`config.mk`:
```
export PLATFORM = sky130hd
export DESIGN_NAME = nrp_queue
export DESIGN_NICKNAME = d
export VERILOG_FILES = /design/src/rtl/nrp_pkg.sv /design/src/rtl/nrp_queue.sv
export SDC_FILE = /design/constraint.sdc
export NUM_CORES = 1
export LEC_CHECK = 0
export BUFFER_PORTS_ARGS = -buffer_cell sky130_fd_sc_hd__buf_2
export CORE_ASPECT_RATIO = 0.8
export CORE_MARGIN = 2
export CORE_UTILIZATION = 40
export CTS_BUF_LIST = sky130_fd_sc_hd__clkbuf_4
export DETAILED_ROUTE_END_ITERATION = 16
export PLACE_DENSITY_LB_ADDON = 0.12
export RECOVER_POWER = 100
export SYNTH_ARGS = -nofsm -noshare
export SYNTH_HDL_FRONTEND = slang
export SYNTH_SLANG_ARGS = --single-unit
```
`constraint.sdc`:
```
create_clock -name clk -period 7.35 [get_ports clk]
set_input_delay 1.47 -clock clk [delete_from_list [all_inputs] [get_ports clk]]
set_output_delay 1.47 -clock clk [all_outputs]
set_load 0.02 [all_outputs]
```
`src/rtl/nrp_pkg.sv`:
```
// Types, sizes and codes for the nested region profiler.
package nrp_pkg;

	localparam int NUM_REGIONS = 64;
	localparam int STACK_DEPTH = 16;
	localparam int QUEUE_DEPTH = 4;

	localparam int RegionW = 8;
	localparam int ByteW   = 32;
	localparam int TimeW   = 48;
	localparam int HitW    = 32;
	localparam int AccW    = 48;
	localparam int RegIdxW = $clog2(NUM_REGIONS);
	localparam int StkIdxW = $clog2(STACK_DEPTH);
	localparam int DepthW  = $clog2(STACK_DEPTH + 1);
	localparam int QIdxW   = $clog2(QUEUE_DEPTH);
	localparam int QCntW   = $clog2(QUEUE_DEPTH + 1);

	localparam logic [DepthW-1:0] FullDepth = DepthW'(STACK_DEPTH);

	typedef enum logic [1:0] {
		CMD_BEGIN = 2'd0,
		CMD_END   = 2'd1,
		CMD_ADD   = 2'd2,
		CMD_READ  = 2'd3
	} cmd_t;

	typedef enum logic [1:0] {
		ST_OK    = 2'd0,
		ST_RANGE = 2'd1,
		ST_FULL  = 2'd2,
		ST_EMPTY = 2'd3
	} status_t;

	typedef enum logic {
		BK_IDLE,
		BK_MODIFY
	} back_state_t;

	// One event beat
	typedef struct packed {
		cmd_t               cmd;
		logic [RegionW-1:0] region;
		logic [ByteW-1:0]   byte_count;
		logic [TimeW-1:0]   timestamp;
	} evt_t;

	// One result beat
	typedef struct packed {
		status_t           status;
		logic [HitW-1:0]   hit_count;
		logic [AccW-1:0]   exclusive_time;
		logic [AccW-1:0]   inclusive_time;
		logic [AccW-1:0]   byte_total;
		logic [DepthW-1:0] open_depth;
	} res_t;

	// Counter operation handed from front to back
	typedef struct packed {
		logic               upd;
		logic               hit;
		logic               report;
		status_t            status;
		logic [RegIdxW-1:0] region;
		logic [TimeW-1:0]   excl_add;
		logic [TimeW-1:0]   incl_add;
		logic [ByteW-1:0]   byte_add;
		logic [DepthW-1:0]  depth;
	} op_t;

	// Per-region counter word
	typedef struct packed {
		logic [HitW-1:0] hits;
		logic [AccW-1:0] excl;
		logic [AccW-1:0] incl;
		logic [AccW-1:0] bytes;
	} ctr_t;

endpackage

```
`src/rtl/nrp_queue.sv`:
```
// Short operation queue between the front and the back.
module nrp_queue (
	input  logic          clk,
	input  logic          arst_n,
	input  logic          push,
	input  nrp_pkg::op_t  push_op,
	output logic          full,
	input  logic          pop,
	output nrp_pkg::op_t  head_op,
	output logic          empty
);

	nrp_pkg::op_t                   slot_q [nrp_pkg::QUEUE_DEPTH];
	logic [nrp_pkg::QIdxW-1:0]      wr_ptr_q;
	logic [nrp_pkg::QIdxW-1:0]      rd_ptr_q;
	logic [nrp_pkg::QCntW-1:0]      cnt_q;
	logic                           do_push;
	logic                           do_pop;

	localparam logic [nrp_pkg::QIdxW-1:0] LastIdx = nrp_pkg::QIdxW'(nrp_pkg::QUEUE_DEPTH - 1);
	localparam logic [nrp_pkg::QCntW-1:0] FullCnt = nrp_pkg::QCntW'(nrp_pkg::QUEUE_DEPTH);

	assign full    = (cnt_q == FullCnt);
	assign empty   = (cnt_q == '0);
	assign do_push = push && !full;
	assign do_pop  = pop && !empty;
	assign head_op = slot_q[rd_ptr_q];

	// Pointers and fill count
	always_ff @(posedge clk or negedge arst_n) begin
		if (!arst_n) begin
			wr_ptr_q <= '0;
			rd_ptr_q <= '0;
			cnt_q    <= '0;
		end else begin
			if (do_push) begin
				wr_ptr_q <= (wr_ptr_q == LastIdx) ? '0 : wr_ptr_q + 1'b1;
			end
			if (do_pop) begin
				rd_ptr_q <= (rd_ptr_q == LastIdx) ? '0 : rd_ptr_q + 1'b1;
			end
			if (do_push && !do_pop) begin
				cnt_q <= cnt_q + 1'b1;
			end else if (do_pop && !do_push) begin
				cnt_q <= cnt_q - 1'b1;
			end
		end
	end

	// Slot storage
	always_ff @(posedge clk) begin
		if (do_push) begin
			slot_q[wr_ptr_q] <= push_op;
		end
	end

endmodule

```
Yosys cells after proc, flatten, opt, wreduce, memory -nomap -nowiden

Memories as Yosys holds them, arrays and structs flattened.
Cells that the tools add are included.

$add $sub $neg: 4
Equality and inequality tests: 3
Multiplexer cells: 6
Reductions and logical operators: 10

Operators with widths:

| cell                                              | number |
|---|---|
| 2-to-1 mux 3 bit                                  | 2 |
| adder 2 x 1 -> 2 bit (second input constant)      | 2 |
| equality test 2 bit (second input constant)       | 2 |
| logical AND 1 bit                                 | 4 |
| zero test 1 bit                                   | 4 |
| 2-to-1 mux 2 bit                                  | 2 |
| adder 3 x 1 -> 3 bit (second input constant)      | 1 |
| equality test 3 bit (second input constant)       | 1 |
| zero test 3 bit                                   | 1 |
| subtractor 3 x 1 -> 3 bit (second input constant) | 1 |
| 2-to-1 mux 1 bit                                  | 2 |
| nonzero test 2 bit                                | 1 |

Bits in registers: 7
Bits in writable memories: 576
Input bits: 148
Output and inout bits: 146
Logic and storage cells: 27
Memories kept: 1

Memories:

| memory | depth | bits a word | read ports | clocked after memory_dff | wr ports | line            | RTL |
|---|---|---|---|---|---|---|---|
| slot_q | 4     | 144         | 1          | 0                        | 1        | nrp_queue.sv:13 | `nrp_pkg::op_t slot_q [nrp_pkg::QUEUE_DEPTH];` |

Longest topological paths before layout

Gate-level depths: netlist of run 1.

Depth after elaboration: 7
Depth in mapped cells: 8
Mapped depth without buffers: 8

Least setup slack after synthesis of run 1

Ideal clock, no wire load.

Path type: input to register
Start point: in push
End point: mem slot_q[3][0] (netlist name) (enable)
Setup time: 653 ps
Data arrival time: 7554 ps
Data required time: 6697 ps
Path slack: -856 ps
Stages on the path: 2
Buffers on the path: 0
Cell sequence: nand2_1 -> nor2_1

Word-level cells in the longest chain between the ends: 3

RTL lines:

| what                                   | line            | RTL |
|---|---|---|
| start, declared                        | nrp_queue.sv:5  | `input logic push,` |
| logical AND 1 bit                      | nrp_queue.sv:25 | `assign do_push = push && !full;` |
| 2-to-1 mux 1 bit                       | nrp_queue.sv:52 | `if (do_push) begin` |
| 2-to-1 mux 1 bit (not written as such) | nrp_queue.sv:53 | `slot_q[wr_ptr_q] <= push_op;` |
| end, declared                          | nrp_queue.sv:13 |  |

No other way between the ends.

==> results of run 1 <==
==> cells in the final DEF (no fill, tap or decap), types with 2 or more instances in the layout <==
master,count
buf_12,4
mux2_2,4
xor2_1,2
nor2_1,2
clkinv_4,3
inv_1,3
nor3_1,2
clkinv_2,2
buf_2,3
clkinv_1,16
diode_2,9
bufinv_16,4
mux4_2,144
dfrtp_1,6
edfxtp_1,576
clkbuf_2,3
ha_1,6
inv_6,3
and2_0,3
clkbuf_4,207
clkinvlp_4,4
clkbuf_1,292
==> path summary, 6_finish.rpt <==
| path | startpoint | endpoint | slack [ns] | cells after the start |
|---|---|---|---|---|
| max in group asynchronous | arst_n | rd_ptr_q[1] | 6.57 | 1 |
| hold reg to reg | cnt_q[2] | cnt_q[2] | 0.54 | 1 |
| hold / removal | arst_n | wr_ptr_q[1] | 0.43 | 1 |
| setup reg to reg | cnt_q[2] | slot_q[2][106] | 1.78 | 4 |
| min in group clk | cnt_q[2] | cnt_q[2] | 0.54 | 1 |
| setup / recovery | rd_ptr_q[0] | head_op[64] | 1.68 | 3 |
==> per-stage QoR <==
step / hold slack (ns) / instance area, um^2 / total power, mW / setup WS (ns)
detailed placement: 0.523 / 23500 / 8.04 / 3.38
floorplan: 0.493 / 21200 / 6.97 / 1.65
CTS: 0.213 / 25300 / 10.8 / 2.26
global route: 0.325 / 24900 / 11.0 / 1.11
finish: 0.426 / 24900 / 10.4 / 1.68
global placement: 0.511 / 23500 / 8.01 / 3.40
==> registers in the layout (all words and copies together) (netlist names) <==
| name | flops |
|---|---|
| slot_q | 576 |
| cnt_q | 3 |
| rd_ptr_q | 2 |
| wr_ptr_q | 2 |
==> kinds of logic (layout without fill, tap and decap cells) <==
kind of cell | count (synthesis) | in the layout
other cells | 0 | 9
xor+xnor | 3 | 3
fa+ha+maj | 7 | 7
flops | 583 | 583
simple gates | 11 | 11
mux | 148 | 148
compound gates | 2 | 2
buf+inv | 35 | 546
==> synth_stat cells <==
master    number
nor2_1         3
xnor2_1        1
buf_2          9
a21o_1         1
nand2_1        1
fa_1           1
o31ai_2        1
ha_1           6
nor2b_2        1
and2_1         3
buf_1          8
mux2_2         4
nor3_1         2
inv_1          3
mux4_2       144
buf_6          4
edfxtp_1     576
dfrtp_1        7
nor3b_2        1
xor2_1         2
buf_4         11
==> cell type report <==
| class | instances | area [um^2] |
|---|---|---|
| fill | 4522 | 27400 |
| sequential | 583 | 17500 |
| multi-input combinational | 171 | 3490 |
| clock buffer | 207 | 1550 |
| timing repair buffer | 303 | 1210 |
| tap | 693 | 867 |
| clock inverter | 33 | 277 |
| antenna | 9 | 22.5 |
| inverter | 3 | 11.3 |
==> report_power, final <==
part           switching [mW]  leakage (nW)  internal, mW  total, mW
Sequential              0.256          5.36          4.42       4.68
Combinational            1.94          1.43          1.12       3.05
Clock                    1.27          1.07          1.44       2.70
==> routing by layer <==
metal  part of all wire [%]  vias up  GRT usage, %
met4                    1.8       10          6.56
met2                     48      263          24.6
met3                    8.2       75          7.37
li1                       -     4380             -
met5                   0.16        -             0
met1                     42     5079          20.5
==> worst max-delay path, cell delays in order, from the launching register on <==
cell      delay [ns]
dfrtp_1         1.63
buf_12          0.63
mux4_2          0.61
clkbuf_1        0.20
==> metrics.yaml, run 1 <==
status:
  status: "finished, violations left"
  violations: "max-capacitance violations, max-slew violations"
floorplanning:
  start_util_pct: 40.4
  rows: 75
  core_area_um2: 52400
  die_x_um: 261
  die_area_um2: 54800
  ios: 294
  die_h_um: 210
pwr:
  peakVddDrop_uv: 343
  p_per_area_nw_per_um2: 419
  leakage_nw: 7.86
timing:
  setup_viol: 0
  final_max_slew_viol_count: 418
  tns_ns: 0
  rsz0062_at_grt: "false"
  finalCriticalPeriod_ns: 5.67
  skew_ns: 0.0486
  finalCritPeriodShare_pct: 77.1
  worst_pin_slew_ns: 5.04
  clock.fmax_ghz: 0.177
  slew-limit-headroom_pct: -236
  finalHoldViolCount: 0
yosys:
  ys_warn_count: 0
  synth-seq-cells: 583
  syn_inst: 789
  yosysUniqueCellTypes: 21
  syn-cell-area_um2: 21200
  yosys.area.top_type: "edfxtp_1"
  synth_top_family_by_area: "multiplexers"
  ys_seq_area_share_pct: 82.5
  muxShareOfSynthArea_pct: 15.5
  synth_compound_area_share_pct: 0.0945
  synthAdderAreaFrac_pct: 0.449
  yosysTopAreaCellShare_pct: 81.7
  synth.top_cells.by_area: "edfxtp_1, mux4_2, dfrtp_1"
  yosys.area_share.simple_pct: 0.307
  avgSynthCellArea_um2: 26.8
  syn_nets: 944
  synth_xor_xnor_area_share_pct: 0.124
grt:
  grt_max_degree: 117
  grt_antenna_before_repair: 7
  grt_first_pass_wirelength_um: 64900
  grt_overflow: 0
  grt_pass1_vias: 10700
  gr-usage-all-layers_pct: 16.3
setup_path:
  cp_max_fo: 92
  critPathKind: "reg -> out"
  start_kind: "flip-flop"
  arrival_ns: 4.20
  worstSetupEndpointType: "primary output"
  crit_required_ns: 5.88
cells_and_area:
  drive_gt1_share_pct: 29.7
  stdcell_count: 2002
  area_growth_syn_to_layout_pct: 17.6
  num-nets-final: 1363
  post-route-util_pct: 47.6
placement:
  numPlacedInstances: 1753
  place_congestion: 0.716
  io_buffer_count: 293
  dp_hpwl_um: 24300
clock_tree:
  worstSkewPairLatency_ns: 0.97
  postCtsSetupBuffers: 0
  cts_tree: "built"
  post_cts_resized: 0
  clkSinkCount: 583
  numCtsBuffers: 146
  cts_root_buf: "clkbuf_4"
  cts_max_path_buffers: 3
  cts.clk_slew.worst_paths_ns: 0.06
  holdBufCountCts: 0
  cts_htree_levels: 4
detailed_routing:
  dr.pass1.iters: 6
  ant_nets: 0
  num_vias: 9807
  viasPerCell: 4.90
  drt_first_iter_violations: 553
  wl_um: 43400
  wl_per_cell_um: 21.7
  drcViolationCount: 0
worst_hold_path:
  hold_path_class: "in -> async"
flow_run:
  cap_violations: 9
No activity file was read; power rests on OpenSTA's default activity.
==> run 2: changes to the inputs <==
- ABC_AREA: not set -> 1
- clock period: 7.35 -> 5.7 ns (I/O delays scaled with it)
==> run 2 against run 1 <==
  * The run still ends with max-capacitance violations, max-slew violations left
  * Hold slack better by 0.018 ns
  * Clock skew up 0.0086 ns
  * Critical path depth up 1
  * Via count up 42%
  * Register-to-register slack worse by 0.53 ns
  * Utilization down 0.45 points
  * Worst setup slack worse by 0.63 ns
  * Total power up 38%
  * Synthesized cell count up 120%
  * Synthesized area up 9.1%
  * Combinational power up 61%
  * Critical path type unchanged
  * Highest routed layer unchanged
==> metrics.yaml, run 2 <==
timing:
  finalHoldViolCount: 0
  worst_pin_slew_ns: 3.94
  skew_ns: 0.0573
  clock.fmax_ghz: 0.215
  final_max_slew_viol_count: 359
  finalCriticalPeriod_ns: 4.64
  fin_ws_ns: 1.06
  setup_viol: 0
  slew-limit-headroom_pct: -163
  rsz0062_at_grt: "false"
  finalCritPeriodShare_pct: 81.5
setup_path:
  r2r_cells: 5
  cp-endpoint: "head_op[73]"
  path_cells: "clkbuf_4, o211ai_1, nand2_1, clkbuf_1"
  crit_start: "rd_ptr_q[0]"
  cp_slowest_cell: "clkbuf_4"
  start_kind: "flip-flop"
  worstSetupEndpointType: "primary output"
  reg2reg_to: "slot_q[3][142]"
  crit_path_max_incr_delay_ns: 1.09
  critPathKind: "reg -> out"
  reg2reg_from: "cnt_q[0]"
  crit_required_ns: 4.56
  cp_max_fo: 118
  r2r_setup_slack_ns: 1.25
  arrival_ns: 3.50
detailed_routing:
  drt_first_iter_violations: 724
  wl_per_cell_um: 16.9
  num_vias: 14000
  wl_um: 50400
  ant_nets: 0
  drcViolationCount: 0
  dr.pass1.iters: 5
  viasPerCell: 4.68
grt:
  gr-usage-all-layers_pct: 17.1
  grt_first_pass_wirelength_um: 77300
  grt_overflow: 0
  grt_max_degree: 147
  grt_pass1_vias: 14000
  grt_antenna_before_repair: 12
yosys:
  yosysTopAreaCellShare_pct: 74.8
  ys_seq_area_share_pct: 75.6
  avgSynthCellArea_um2: 13.3
  ys.flop_type: "edfxtp_1"
  synth.top_cells.by_area: "edfxtp_1, o211ai_1, nand2_1"
  syn_inst: 1740
  synth_top_family_by_area: "compound AO/OA/AOI/OAI gates"
  yosys.area_share.simple_pct: 7.54
  muxShareOfSynthArea_pct: 0
  yosys.area.top_type: "edfxtp_1"
  syn-cell-area_um2: 23100
  synth_common_cells: "edfxtp_1, nand2_1, inv_1"
  synthArstFlopShare_pct: 1.20
  synth_edf_count: 576
  synth_xor_xnor_area_share_pct: 0.0379
  ys_warn_count: 0
  synth_compound_area_share_pct: 9.38
  yosysUniqueCellTypes: 17
  synth-seq-cells: 583
  synthAdderAreaFrac_pct: 0.411
  synth_most_common_cell: "edfxtp_1"
  syn_nets: 1895
cells_and_area:
  num-nets-final: 2267
  largest_reg_flops: 576
  mostFrequentLayoutCells: "edfxtp_1, nand2_1, inv_1"
  final_common_cell: "edfxtp_1"
  area_growth_syn_to_layout_pct: 16.0
  drive_gt1_share_pct: 11.9
  top_register: "slot_q"
  post-route-util_pct: 47.1
  reg.largest.list: "slot_q (576), cnt_q (3)"
  fin_area_um2: 26800
floorplanning:
  start_util_pct: 40.6
  core_area_um2: 56900
  die_x_um: 273
  die_area_um2: 59700
  ios: 294
  rows: 78
  die_h_um: 219
clock_tree:
  cts_tree: "built"
  numCtsBuffers: 151
  cts.clk_slew.worst_paths_ns: 0.06
  cts_htree_levels: 4
  cts_root_buf: "clkbuf_4"
  cts_max_path_buffers: 3
  worstSkewPairLatency_ns: 0.95
  clkSinkCount: 583
  postCtsSetupBuffers: 0
placement:
  placed_cell_area_um2: 25400
  dp_hpwl_um: 27500
  dp_slack_ns: 2.27
  io_buffer_count: 293
  place_congestion: 0.733
worst_hold_path:
  hold_path_class: "in -> reg"
pwr:
  p_per_area_nw_per_um2: 535
  p_total_mw: 14.3
  leakage_nw: 10.1
  peakVddDrop_uv: 264
status:
  violations: "max-capacitance violations, max-slew violations"
  status: "finished, violations left"
flow_run:
  cap_violations: 8
-- run 2: changes by cell type after synthesis, sizes merged, moves of 28 or more --
cell	delta
o211ai	+288
clkbuf	+28
buf	+35
nand2	+446
inv	+301
mux4	-144
-- run 2: critical path, delay by kind of cell, from the launching register on --
| family | cells | cell delay, ns |
|---|---|---|
| AND/OR/NAND/NOR | 1 | 0.18 |
| flip-flops | 1 | 0.78 |
| AO/OA/AOI/OAI | 1 | 0.21 |
| buffers and inverters | 2 | 1.36 |
-- run 2: kinds of logic (layout without fill, tap and decap cells) --
family | Yosys count | in the layout
compound gates | 289 | 289
other cells | 0 | 8
xor+xnor | 1 | 1
fa+ha+maj | 7 | 7
simple gates | 461 | 461
flops | 583 | 583
buf+inv | 399 | 870
-- run 2: cell type report --
class / instances / area, um^2
multi-input combinational: 758 / 4010
fill: 5221 / 30100
antenna: 8 / 20.0
clock inverter: 28 / 189
inverter: 304 / 1140
clock buffer: 224 / 1680
sequential: 583 / 17500
timing repair buffer: 314 / 1340
tap: 760 / 951
-- run 2: where the power goes --
group	switching [mW]	internal [mW]
Combinational	3.68	1.23
Clock	1.63	1.91
Sequential	0.226	5.67
-- run 2: worst min path at each step --
| stage | startpoint | endpoint | slack, ns | cells past startpoint |
|---|---|---|---|---|
| 2_1_floorplan | cnt_q[2] | cnt_q[2] | 0.46 | 2 |
| 3_3_place_gp | cnt_q[2] | cnt_q[2] | 0.49 | 2 |
| 3_5_place_dp | cnt_q[2] | cnt_q[2] | 0.52 | 2 |
| 4_1_cts | push_op[24] | slot_q[3][24] | 0.25 | 1 |
| 5_1_grt | push_op[45] | slot_q[1][45] | 0.34 | 1 |
| 6_report | push_op[18] | slot_q[0][18] | 0.44 | 1 |
-- run 2: layer usage --
metal / part of all wire [%] / GRT usage (%) / routed length, um
met5: 0.16 / 0 / 82
met4: 2.1 / 7.78 / 1080
met3: 7.5 / 6.57 / 3770
met2: 47 / 27.0 / 23800
met1: 43 / 20.8 / 21700
-- run 2: stage by stage --
step                std cells  hold slack, ns  TNS (ns)
CTS                      2971           0.252         0
floorplan                1740           0.463  -1274.40
global placement         2718           0.495         0
global route             2974           0.336         0
detailed placement       2718           0.520         0
finish                   2979           0.444         0
-- run 2: repair_timing --
action | 4_1_cts | 5_1_grt
endpoints found under the hold margin | 7 | 0
hold buffers | 1 | 0
gates resized for setup | 0 | 0
