## src/rtl/nrp_pkg.sv

```systemverilog
// Types, sizes and codes for the nested region profiler.
package nrp_pkg;

	localparam int NUM_REGIONS = 64;
	localparam int STACK_DEPTH = 16;
	localparam int QUEUE_DEPTH = 4;

	localparam int RegionW = 8;
	localparam int ByteW   = 32;
	localparam int TimeW   = 48;
	localparam int HitW    = 32;
	localparam int AccW    = 48;
	localparam int RegIdxW = $clog2(NUM_REGIONS);
	localparam int StkIdxW = $clog2(STACK_DEPTH);
	localparam int DepthW  = $clog2(STACK_DEPTH + 1);
	localparam int QIdxW   = $clog2(QUEUE_DEPTH);
	localparam int QCntW   = $clog2(QUEUE_DEPTH + 1);

	localparam logic [DepthW-1:0] FullDepth = DepthW'(STACK_DEPTH);

	typedef enum logic [1:0] {
		CMD_BEGIN = 2'd0,
		CMD_END   = 2'd1,
		CMD_ADD   = 2'd2,
		CMD_READ  = 2'd3
	} cmd_t;

	typedef enum logic [1:0] {
		ST_OK    = 2'd0,
		ST_RANGE = 2'd1,
		ST_FULL  = 2'd2,
		ST_EMPTY = 2'd3
	} status_t;

	typedef enum logic {
		BK_IDLE,
		BK_MODIFY
	} back_state_t;

	// One event beat
	typedef struct packed {
		cmd_t               cmd;
		logic [RegionW-1:0] region;
		logic [ByteW-1:0]   byte_count;
		logic [TimeW-1:0]   timestamp;
	} evt_t;

	// One result beat
	typedef struct packed {
		status_t           status;
		logic [HitW-1:0]   hit_count;
		logic [AccW-1:0]   exclusive_time;
		logic [AccW-1:0]   inclusive_time;
		logic [AccW-1:0]   byte_total;
		logic [DepthW-1:0] open_depth;
	} res_t;

	// Counter operation handed from front to back
	typedef struct packed {
		logic               upd;
		logic               hit;
		logic               report;
		status_t            status;
		logic [RegIdxW-1:0] region;
		logic [TimeW-1:0]   excl_add;
		logic [TimeW-1:0]   incl_add;
		logic [ByteW-1:0]   byte_add;
		logic [DepthW-1:0]  depth;
	} op_t;

	// Per-region counter word
	typedef struct packed {
		logic [HitW-1:0] hits;
		logic [AccW-1:0] excl;
		logic [AccW-1:0] incl;
		logic [AccW-1:0] bytes;
	} ctr_t;

endpackage

```

## src/rtl/nrp_if.sv

```systemverilog
// Valid/ready channel interfaces for events and results.
interface nrp_evt_if;
	logic          valid;
	logic          ready;
	nrp_pkg::evt_t data;

	modport source (output valid, output data, input ready);
	modport sink (input valid, input data, output ready);
endinterface


```

## src/rtl/nrp_front.sv

```systemverilog
// Front end: takes events, keeps the open-region stack, emits counter operations.
module nrp_front (
	input  logic         clk,
	input  logic         arst_n,
	nrp_evt_if.sink      evt,
	input  logic         q_full,
	output logic         push,
	output nrp_pkg::op_t push_op
);

	logic [nrp_pkg::RegIdxW-1:0] stk_region_q [nrp_pkg::STACK_DEPTH];
	logic [nrp_pkg::TimeW-1:0]   resume_q     [nrp_pkg::STACK_DEPTH];
	logic [nrp_pkg::TimeW-1:0]   start_q      [nrp_pkg::STACK_DEPTH];
	logic [nrp_pkg::DepthW-1:0]  depth_q;
	logic                        phase_q;

	logic [nrp_pkg::StkIdxW-1:0] top_idx;
	logic [nrp_pkg::StkIdxW-1:0] par_idx;
	logic [nrp_pkg::StkIdxW-1:0] new_idx;
	logic                        region_ok;
	logic                        is_empty;
	logic                        is_full;
	logic [nrp_pkg::RegIdxW-1:0] top_region;
	logic [nrp_pkg::TimeW-1:0]   excl_el;
	logic [nrp_pkg::TimeW-1:0]   incl_el;
	logic                        need_parent;
	logic                        accept;
	logic                        stk_push;
	logic                        stk_pop;
	logic [nrp_pkg::DepthW-1:0]  depth_d;

	// Stack addressing and elapsed ticks of the top activation
	assign top_idx    = nrp_pkg::StkIdxW'(depth_q - nrp_pkg::DepthW'(1));
	assign par_idx    = nrp_pkg::StkIdxW'(depth_q - nrp_pkg::DepthW'(2));
	assign new_idx    = nrp_pkg::StkIdxW'(depth_q);
	assign region_ok  = {1'b0, evt.data.region} < (nrp_pkg::RegionW + 1)'(nrp_pkg::NUM_REGIONS);
	assign is_empty   = (depth_q == '0);
	assign is_full    = (depth_q == nrp_pkg::FullDepth);
	assign top_region = stk_region_q[top_idx];
	assign excl_el    = evt.data.timestamp - resume_q[top_idx];
	assign incl_el    = evt.data.timestamp - start_q[top_idx];

	// A begin under an open parent first charges the parent, then pushes
	assign need_parent = (evt.data.cmd == nrp_pkg::CMD_BEGIN) && region_ok && !is_full && !is_empty;
	assign evt.ready   = !q_full && !(need_parent && !phase_q);
	assign push        = evt.valid && !q_full;
	assign accept      = evt.valid && evt.ready;

	// Classify the event
	always_comb begin
		push_op          = '0;
		push_op.report   = 1'b1;
		push_op.status   = nrp_pkg::ST_OK;
		push_op.region   = top_region;
		push_op.depth    = depth_q;
		depth_d          = depth_q;
		stk_push         = 1'b0;
		stk_pop          = 1'b0;
		case (evt.data.cmd)
			nrp_pkg::CMD_BEGIN: begin
				if (!region_ok) begin
					push_op.status = nrp_pkg::ST_RANGE;
				end else if (is_full) begin
					push_op.status = nrp_pkg::ST_FULL;
				end else if (need_parent && !phase_q) begin
					push_op.upd      = 1'b1;
					push_op.report   = 1'b0;
					push_op.excl_add = excl_el;
				end else begin
					push_op.upd      = 1'b1;
					push_op.hit      = 1'b1;
					push_op.region   = evt.data.region[nrp_pkg::RegIdxW-1:0];
					push_op.byte_add = evt.data.byte_count;
					depth_d          = depth_q + 1'b1;
					push_op.depth    = depth_d;
					stk_push         = 1'b1;
				end
			end
			nrp_pkg::CMD_END: begin
				if (is_empty) begin
					push_op.status = nrp_pkg::ST_EMPTY;
				end else begin
					push_op.upd      = 1'b1;
					push_op.excl_add = excl_el;
					push_op.incl_add = incl_el;
					depth_d          = depth_q - 1'b1;
					push_op.depth    = depth_d;
					stk_pop          = 1'b1;
				end
			end
			nrp_pkg::CMD_ADD: begin
				if (is_empty) begin
					push_op.status = nrp_pkg::ST_EMPTY;
				end else begin
					push_op.upd      = 1'b1;
					push_op.byte_add = evt.data.byte_count;
				end
			end
			nrp_pkg::CMD_READ: begin
				if (!region_ok) begin
					push_op.status = nrp_pkg::ST_RANGE;
				end else begin
					push_op.region = evt.data.region[nrp_pkg::RegIdxW-1:0];
				end
			end
			default: begin
				push_op.status = nrp_pkg::ST_OK;
			end
		endcase
	end

	// Depth and parent-charge phase
	always_ff @(posedge clk or negedge arst_n) begin
		if (!arst_n) begin
			depth_q <= '0;
			phase_q <= 1'b0;
		end else begin
			if (accept) begin
				depth_q <= depth_d;
				phase_q <= 1'b0;
			end else if (push && need_parent) begin
				phase_q <= 1'b1;
			end
		end
	end

	// Stack entries
	always_ff @(posedge clk) begin
		if (accept && stk_push) begin
			stk_region_q[new_idx] <= evt.data.region[nrp_pkg::RegIdxW-1:0];
			resume_q[new_idx]     <= evt.data.timestamp;
			start_q[new_idx]      <= evt.data.timestamp;
		end
		if (accept && stk_pop && (depth_q > nrp_pkg::DepthW'(1))) begin
			resume_q[par_idx] <= evt.data.timestamp;
		end
	end

endmodule

```

## src/flat_wrapper.sv

```systemverilog
// flat-port wrapper written by rule: the top's interface ports become plain ports
module nrp_front_flat 
  (clk, arst_n, q_full, push, push_op, evt_valid, evt_data, evt_ready);
  nrp_evt_if evt_i ();
  input  logic clk;
  input  logic arst_n;
  input  logic q_full;
  output logic push;
  output nrp_pkg::op_t push_op;
  input wire logic [$bits(evt_i.valid)-1:0] evt_valid;
  input wire logic [$bits(evt_i.data)-1:0] evt_data;
  output wire logic [$bits(evt_i.ready)-1:0] evt_ready;
  assign evt_i.valid = evt_valid;
  assign evt_i.data = evt_data;
  assign evt_ready = evt_i.ready;
  nrp_front u_core (.clk(clk), .arst_n(arst_n), .evt(evt_i), .q_full(q_full), .push(push), .push_op(push_op));
endmodule
```

## config.mk

```make
export PLATFORM = sky130hd
export DESIGN_NAME = nrp_front_flat
export DESIGN_NICKNAME = d
export VERILOG_FILES = /design/src/rtl/nrp_pkg.sv /design/src/rtl/nrp_if.sv /design/src/rtl/nrp_front.sv /design/src/flat_wrapper.sv
export SDC_FILE = /design/constraint.sdc
export NUM_CORES = 2
export LEC_CHECK = 0
export BUFFER_PORTS_ARGS = -buffer_cell sky130_fd_sc_hd__buf_4
export CORE_UTILIZATION = 50
export DETAILED_ROUTE_END_ITERATION = 16
export PLACE_DENSITY = 0.73
export SETUP_SLACK_MARGIN = 0.15
export SLEW_MARGIN = 20
export SYNTH_ARGS = -nofsm -noshare
export SYNTH_HDL_FRONTEND = slang
export SYNTH_SLANG_ARGS = --single-unit
```

## constraint.sdc

```tcl
create_clock -name clk -period 7.1 [get_ports clk]
set_input_delay 0 -clock clk [delete_from_list [all_inputs] [get_ports clk]]
set_output_delay 0 -clock clk [all_outputs]
set_load 0.01 [all_outputs]
```

* Yosys cells after proc, flatten, opt, wreduce, memory -nomap -nowiden
Memories as Yosys holds them, arrays and structs flattened. Cells that the tools add are included. W data, S select, Z words.
Word-level totals: output and inout port bits 146, memories kept 3, latch bits 0, bits in writable memories 1632, flip-flop bits (word level) 6, input port bits 94, logic and storage cells 86, bits in read-only memories 0
Operators by class: multiplexer cells 44, reductions and logical operators 23, add/sub/neg operators 5, shift-type cells 0, $lt $le $gt $ge 2, $mul 0, divide/modulo/power cells 0, eq/ne operators 7, bitwise logic cells 0
Memory list:
- u_core.resume_q | depth 16, width 48, rd ports 1, clocked after Yosys merged registers in 0, wr ports 1, RTL line nrp_front.sv:12 | logic [nrp_pkg::TimeW-1:0] resume_q [nrp_pkg::STACK_DEPTH];
- u_core.start_q | depth 16, width 48, rd ports 1, clocked after Yosys merged registers in 0, wr ports 1, RTL line nrp_front.sv:13 | logic [nrp_pkg::TimeW-1:0] start_q [nrp_pkg::STACK_DEPTH];
- u_core.stk_region_q | depth 16, width 6, rd ports 1, clocked after Yosys merged registers in 0, wr ports 1, RTL line nrp_front.sv:11 | logic [nrp_pkg::RegIdxW-1:0] stk_region_q [nrp_pkg::STACK_DEPTH];
Operators with widths (count):
- $mux W48 | 3
- $mux W37 | 3
- $mux W54 | 2
- $mux W96 | 1
- $pmux W48 S2 | 1
- $sub A48 B48 Y48 | 2
- $pmux W32 S2 | 1
- $reduce_or A48 Y1 | 1
- $mux W32 | 1
- $mux W5 | 4
- $pmux W5 S2 | 2
- $mux W1 | 14
- $mux W6 | 2
- $pmux W6 S2 | 1
- $logic_and A1 B1 Y1 | 11
- $lt A8 B7 Y1 const B | 1
- $mux W2 | 4
- $mux W3 | 2
- $pmux W2 S3 | 1
- $add A5 B1 Y5 const B | 1
- $eq A5 B5 Y1 const B | 1
- $gt A5 B1 Y1 const B | 1
- $logic_not A1 Y1 | 5
- $logic_not A5 Y1 | 1
- 12 further kinds | 15

* Logic depth before layout (Yosys ltp)
depth in word-level cells 14, depth in mapped cells 25, depth with buffers taken out 17

* Worst setup path after synthesis
No wires, ideal clock.
path type reg-to-reg, from register u_core.depth_q[0] (netlist name), to memory u_core.start_q[2][0] (netlist name), enable pin, library setup time 0.532 ns, data required time 6.568 ns, cell stages (with the launch flop) 16, path buffers 6, slack -0.199 ns, arrival time 6.767 ns, clock period less this slack 7.299 ns, path through dfrtp_1 > buf_2 > buf_2 > buf_2 > buf_2 > clkbuf_1 > inv_1 > ha_1 > nand2b_1 > nor3_1 > a21oi_1 > or2_2 > clkbuf_1 > inv_1 > nand2_1 > nor3_1
Between the ends: longest elaborated chain between the ends 12, elaborated cells on any way between the ends 17, those cells by class eq/ne (1); mux (6); reduce/logical (10)
Ends and longest elaborated chain:
- from (decl) | RTL line nrp_front.sv:14 | logic [nrp_pkg::DepthW-1:0] depth_q;
- from (signal assigned) | RTL line nrp_front.sv:119 | depth_q <= depth_d;
- $eq A5 B5 Y1 | RTL line nrp_front.sv:38 | assign is_full = (depth_q == nrp_pkg::FullDepth);
- $logic_not A1 Y1 | RTL line nrp_front.sv:44 | assign need_parent = (evt.data.cmd == nrp_pkg::CMD_BEGIN) && region_ok && !is_full && !is_empty;
- $logic_and A1 B1 Y1 (2 in series) | RTL line nrp_front.sv:44
- $logic_and A1 B1 Y1 | RTL line nrp_front.sv:45, nrp_front.sv:65
- $mux W1 | RTL line nrp_front.sv:65 | end else if (need_parent && !phase_q) begin
- $mux W1 | RTL line nrp_front.sv:63 | end else if (is_full) begin
- $mux W1 | RTL line nrp_front.sv:61 | if (!region_ok) begin
- $mux W1 | RTL line nrp_front.sv:59 | case (evt.data.cmd)
- $logic_and A1 B1 Y1 | RTL line nrp_front.sv:129 | if (accept && stk_push) begin
- $mux W1 | RTL line nrp_front.sv:129
- $mux W1 (not written as such) | RTL line nrp_front.sv:132 | start_q[new_idx] <= evt.data.timestamp;
- to (decl) | RTL line nrp_front.sv:13
Several ways; a longest one is shown, not always the timed one.

==> results.md <==
- #FFs+latches synth: 1,638
- Post-synthesis average cell area: 19.5 µm²
- Worst Clk Skew: 0.0336 ns
- Buffer cell driving the clock tree root: sky130_fd_sc_hd__clkbuf_16
- Ports: 240
- Clk_lat worst skew: 0.81 ns
- Largest family of logic cells by synthesized area: multiplexers
- Global-route congestion overflow total: 0
- Core Box Area: 136,000 µm²
- Worst Path Arrival: 6.64 ns
- Setup Slack @ Placement: 0.683 ns
- CTS tree: yes
- Synthesized netlist net count: 3,722
- Detailed placement HPWL: 101 mm
- Slowest-stage cell, CP: sky130_fd_sc_hd__dfrtp_4
- Detailed-route wire length: 176 mm
- Post-synthesis adder-cell area fraction: 1.99%
- Largest stage delay on the critical path: 0.60 ns
- Number of nets still failing antenna checks after routing: 0
- Via Count: 37,300
- Sum of buffers and inverters on the critical path: 6
- Number of detailed-routing iterations run before antenna repair: 6
- Initial antenna violation count: 13
- Number of clock buffers inserted by TritonCTS: 161
- Die W: 373 µm
- Final-stage net count: 4,110
- Critical Path RT: 7.10 ns
- Effective utilization at floorplan: 50.6%
- Class of the most critical hold timing path: in2reg
- Maximum number of pins on one net before global-route repair: 107
- Die span in y: 373 µm
- Port-buffer cells: 239
- Async set-or-reset flop fraction in the synthesized netlist: 0.366%
- Clk pin slew, worst setup/hold paths: 0.06 ns
- Routability Congestion: 0.927
- Simple-gate area share of the yosys netlist: 3.37%
- Cell count after synthesis: 3,520
- Area fraction in compound gates after synthesis: 3.60%
- Fraction of synthesized area in multiplexers: 16.7%
- Post-synthesis xor/xnor area fraction: 1.06%
- Number of warnings issued by yosys: 0
- Area of combinational cells with multiple inputs: 18,600 µm²
- Kind of start point of the critical path: flip-flop
- Final worst-path setup slack: 0.463 ns
- Number of sinks driven by the clock tree: 1,638
- FF+latch area: 49,200 µm²
- Final core utilization: 58.3%
- Fin. Hold Viols: 0
- Status: complete, no violations
- Ratio of cells with drive above 1 in the final layout: 27.9%
- Setup repair after global routing missed its margin: yes
- Number of placement rows: 135
- Largest fanout on the critical path: 50
- Clock period minus final worst setup slack: 6.64 ns
- Cell breakdown of the critical path: inv_1 > ha_4 > buf_4 > buf_4 > buf_4 > mux4_2 > mux4_2 > inv_1 > ha_1 > nand4_1 > nor3_1 > nand4_1 > o211a_1 > o31ai_1 > xnor2_1 > nor2_1 > buf_4
- Startpoint-to-endpoint class of the critical path: reg2out
- Share of the cycle needed by the critical path after routing: 93.5%
- Top FF cell, synth: sky130_fd_sc_hd__edfxtp_1
- Peak Freq: 0.151 GHz
- Netlist area before placement: 68,700 µm²
- CP endpoint kind: output port
- Wire length per cell: 30.2 µm
- Number of fill cells: 9,856
- Vias in the first global route: 36,300
- Sequential cell area fraction in the yosys report: 71.6%
- Die area: 139,000 µm²
- Number of synthesized flops with an enable pin: 1,632
- Wire length of the first global-routing pass: 252 mm
- Number of levels the H-tree was split into: 4
- Routed vias/inst: 6.40
- Transition time at the pin with the least slew margin: 1.18 ns
- Max-slew violations: 0
- Critical path's top delay family: buffers and inverters
- Relative slew slack: 21.6%
- Area delta synth->final: 15.2%
- Count of cell types in the netlist: 67
- Number of max-cap violations: 0
- Final number of setup-violating endpoints: 0
- Drt initial violations: 5,411
- Cell with the most instances on the worst path: sky130_fd_sc_hd__buf_4
- Global-route total usage across every layer: 25.1%
- Longest Clk Path Bufs: 3
- Setup TNS Final: 0 ns
- Drc violations: 0
==> flip-flops by register name (all words and copies together), names as in the netlist <==
| register | cells |
|---|---|
| u_core.depth_q | 5 |
| u_core.phase_q | 1 |
| u_core.resume_q | 768 |
| u_core.start_q | 768 |
| u_core.stk_region_q | 96 |
==> synth_stat cells, types with 4 or more instances <==
master	instances	area share (%)
sky130_fd_sc_hd__a21oi_1	118	0.86
sky130_fd_sc_hd__nand3_1	34	0.25
sky130_fd_sc_hd__a221oi_1	6	0.076
sky130_fd_sc_hd__and2_1	46	0.42
sky130_fd_sc_hd__a21o_1	48	0.52
sky130_fd_sc_hd__nor2_1	179	0.98
sky130_fd_sc_hd__mux2i_1	9	0.13
sky130_fd_sc_hd__xnor2_1	47	0.60
sky130_fd_sc_hd__nand2b_1	15	0.14
sky130_fd_sc_hd__mux4_2	504	17
sky130_fd_sc_hd__buf_2	47	0.34
sky130_fd_sc_hd__nor4_1	5	0.046
sky130_fd_sc_hd__edfxtp_1	1632	71
sky130_fd_sc_hd__a221o_1	5	0.073
sky130_fd_sc_hd__or2_2	4	0.036
sky130_fd_sc_hd__inv_1	131	0.72
sky130_fd_sc_hd__or3_1	9	0.082
sky130_fd_sc_hd__ha_1	106	1.9
sky130_fd_sc_hd__a31oi_1	18	0.16
sky130_fd_sc_hd__clkbuf_1	115	0.63
sky130_fd_sc_hd__buf_1	12	0.066
sky130_fd_sc_hd__o21a_1	13	0.14
sky130_fd_sc_hd__xor2_1	36	0.46
sky130_fd_sc_hd__o31ai_1	10	0.11
sky130_fd_sc_hd__a22o_1	6	0.076
sky130_fd_sc_hd__and3_1	12	0.11
sky130_fd_sc_hd__o21bai_1	14	0.15
sky130_fd_sc_hd__o211ai_1	8	0.087
sky130_fd_sc_hd__or4_1	4	0.044
sky130_fd_sc_hd__nor3_1	30	0.22
sky130_fd_sc_hd__o31a_1	4	0.051
sky130_fd_sc_hd__a2111oi_0	4	0.051
sky130_fd_sc_hd__and4_1	4	0.051
sky130_fd_sc_hd__a211oi_1	17	0.19
sky130_fd_sc_hd__o21ai_0	66	0.48
sky130_fd_sc_hd__dfrtp_1	6	0.22
sky130_fd_sc_hd__nand4_1	27	0.25
sky130_fd_sc_hd__nor2b_1	14	0.13
sky130_fd_sc_hd__o221ai_1	6	0.076
sky130_fd_sc_hd__nand2_1	108	0.59
==> metal layers <==
| metal | up-vias | GRT usage [%] | part of all wire (%) |
|---|---|---|---|
| li1 | 15200 | - | - |
| met1 | 19500 | 37.5 | 41 |
| met2 | 2262 | 38.0 | 46 |
| met3 | 261 | 5.05 | 11 |
| met4 | 12 | 6.65 | 2.2 |
| met5 | - | 0 | 0.046 |
==> stage by stage <==
step	cells	hold WS [ns]	instance area, µm²
floorplan	3520	-0.296	68700
global placement	5450	-0.170	73100
detailed placement	5450	-0.171	73100
CTS	5803	0.00801	78900
global route	5817	0.0590	79100
finish	5821	0.0580	79100
==> what timing repair did <==
action,in CTS,in global routing
pin swaps,2,2
hold endpoints to repair,1639,0
hold buffers,59,0
buffers inserted,4,8
endpoints found under the setup margin,18,27
resized for setup,3,10
gates cloned,0,2
==> cell families after synthesis <==
family / after synthesis
AO/OA/AOI/OAI: 377
XOR/XNOR: 83
adder cells (fa/ha/maj): 108
buffers and inverters: 306
flip-flops: 1638
multiplexers: 514
AND/OR/NAND/NOR: 494
==> path summary, 6_finish.rpt <==
path | endpoint | cells after the start | slack [ns] | startpoint
max | push_op[80] | 17 | 0.46 | u_core.depth_q[0]$_DFFE_PN0P_
min reg2reg | u_core.phase_q$_DFFE_PN0P_ | 2 | 0.54 | u_core.phase_q$_DFFE_PN0P_
max reg2reg | u_core.start_q[5][17]$_DFFE_PP_ | 11 | 2.03 | u_core.depth_q[0]$_DFFE_PN0P_
min in group asynchronous | u_core.depth_q[2]$_DFFE_PN0P_ | 3 | 0.31 | arst_n
max in group asynchronous | u_core.depth_q[0]$_DFFE_PN0P_ | 3 | 6.47 | arst_n
min | u_core.stk_region_q[6][4]$_DFFE_PP_ | 2 | 0.06 | evt_data[84]
==> cells in the final DEF (no fill, tap or decap), drive strengths merged, types with 62 or more instances in the layout <==
cell type / Yosys / routed
ha: 106 / 106
buf: 59 / 338
a21oi: 120 / 120
mux4: 504 / 504
clkbuf: 115 / 199
inv: 131 / 138
clkinv: 1 / 62
nand2: 108 / 108
edfxtp: 1632 / 1632
nor2: 179 / 179
o21ai: 68 / 68
==> area by class of cell <==
class	instances	share of cell area (%)
Antenna cell	5	0.0158
Clock buffer	197	5.34
Clock inverter	93	1.17
Inverter	132	0.631
Multi-Input combinational cell	1576	23.5
Sequential cell	1638	62.1
Tap cell	1781	2.82
Timing Repair Buffer	399	4.40
Power is left out: the tool's default activity adds up to more than one toggle a clock period on the data nets, which glitch-free logic cannot reach.
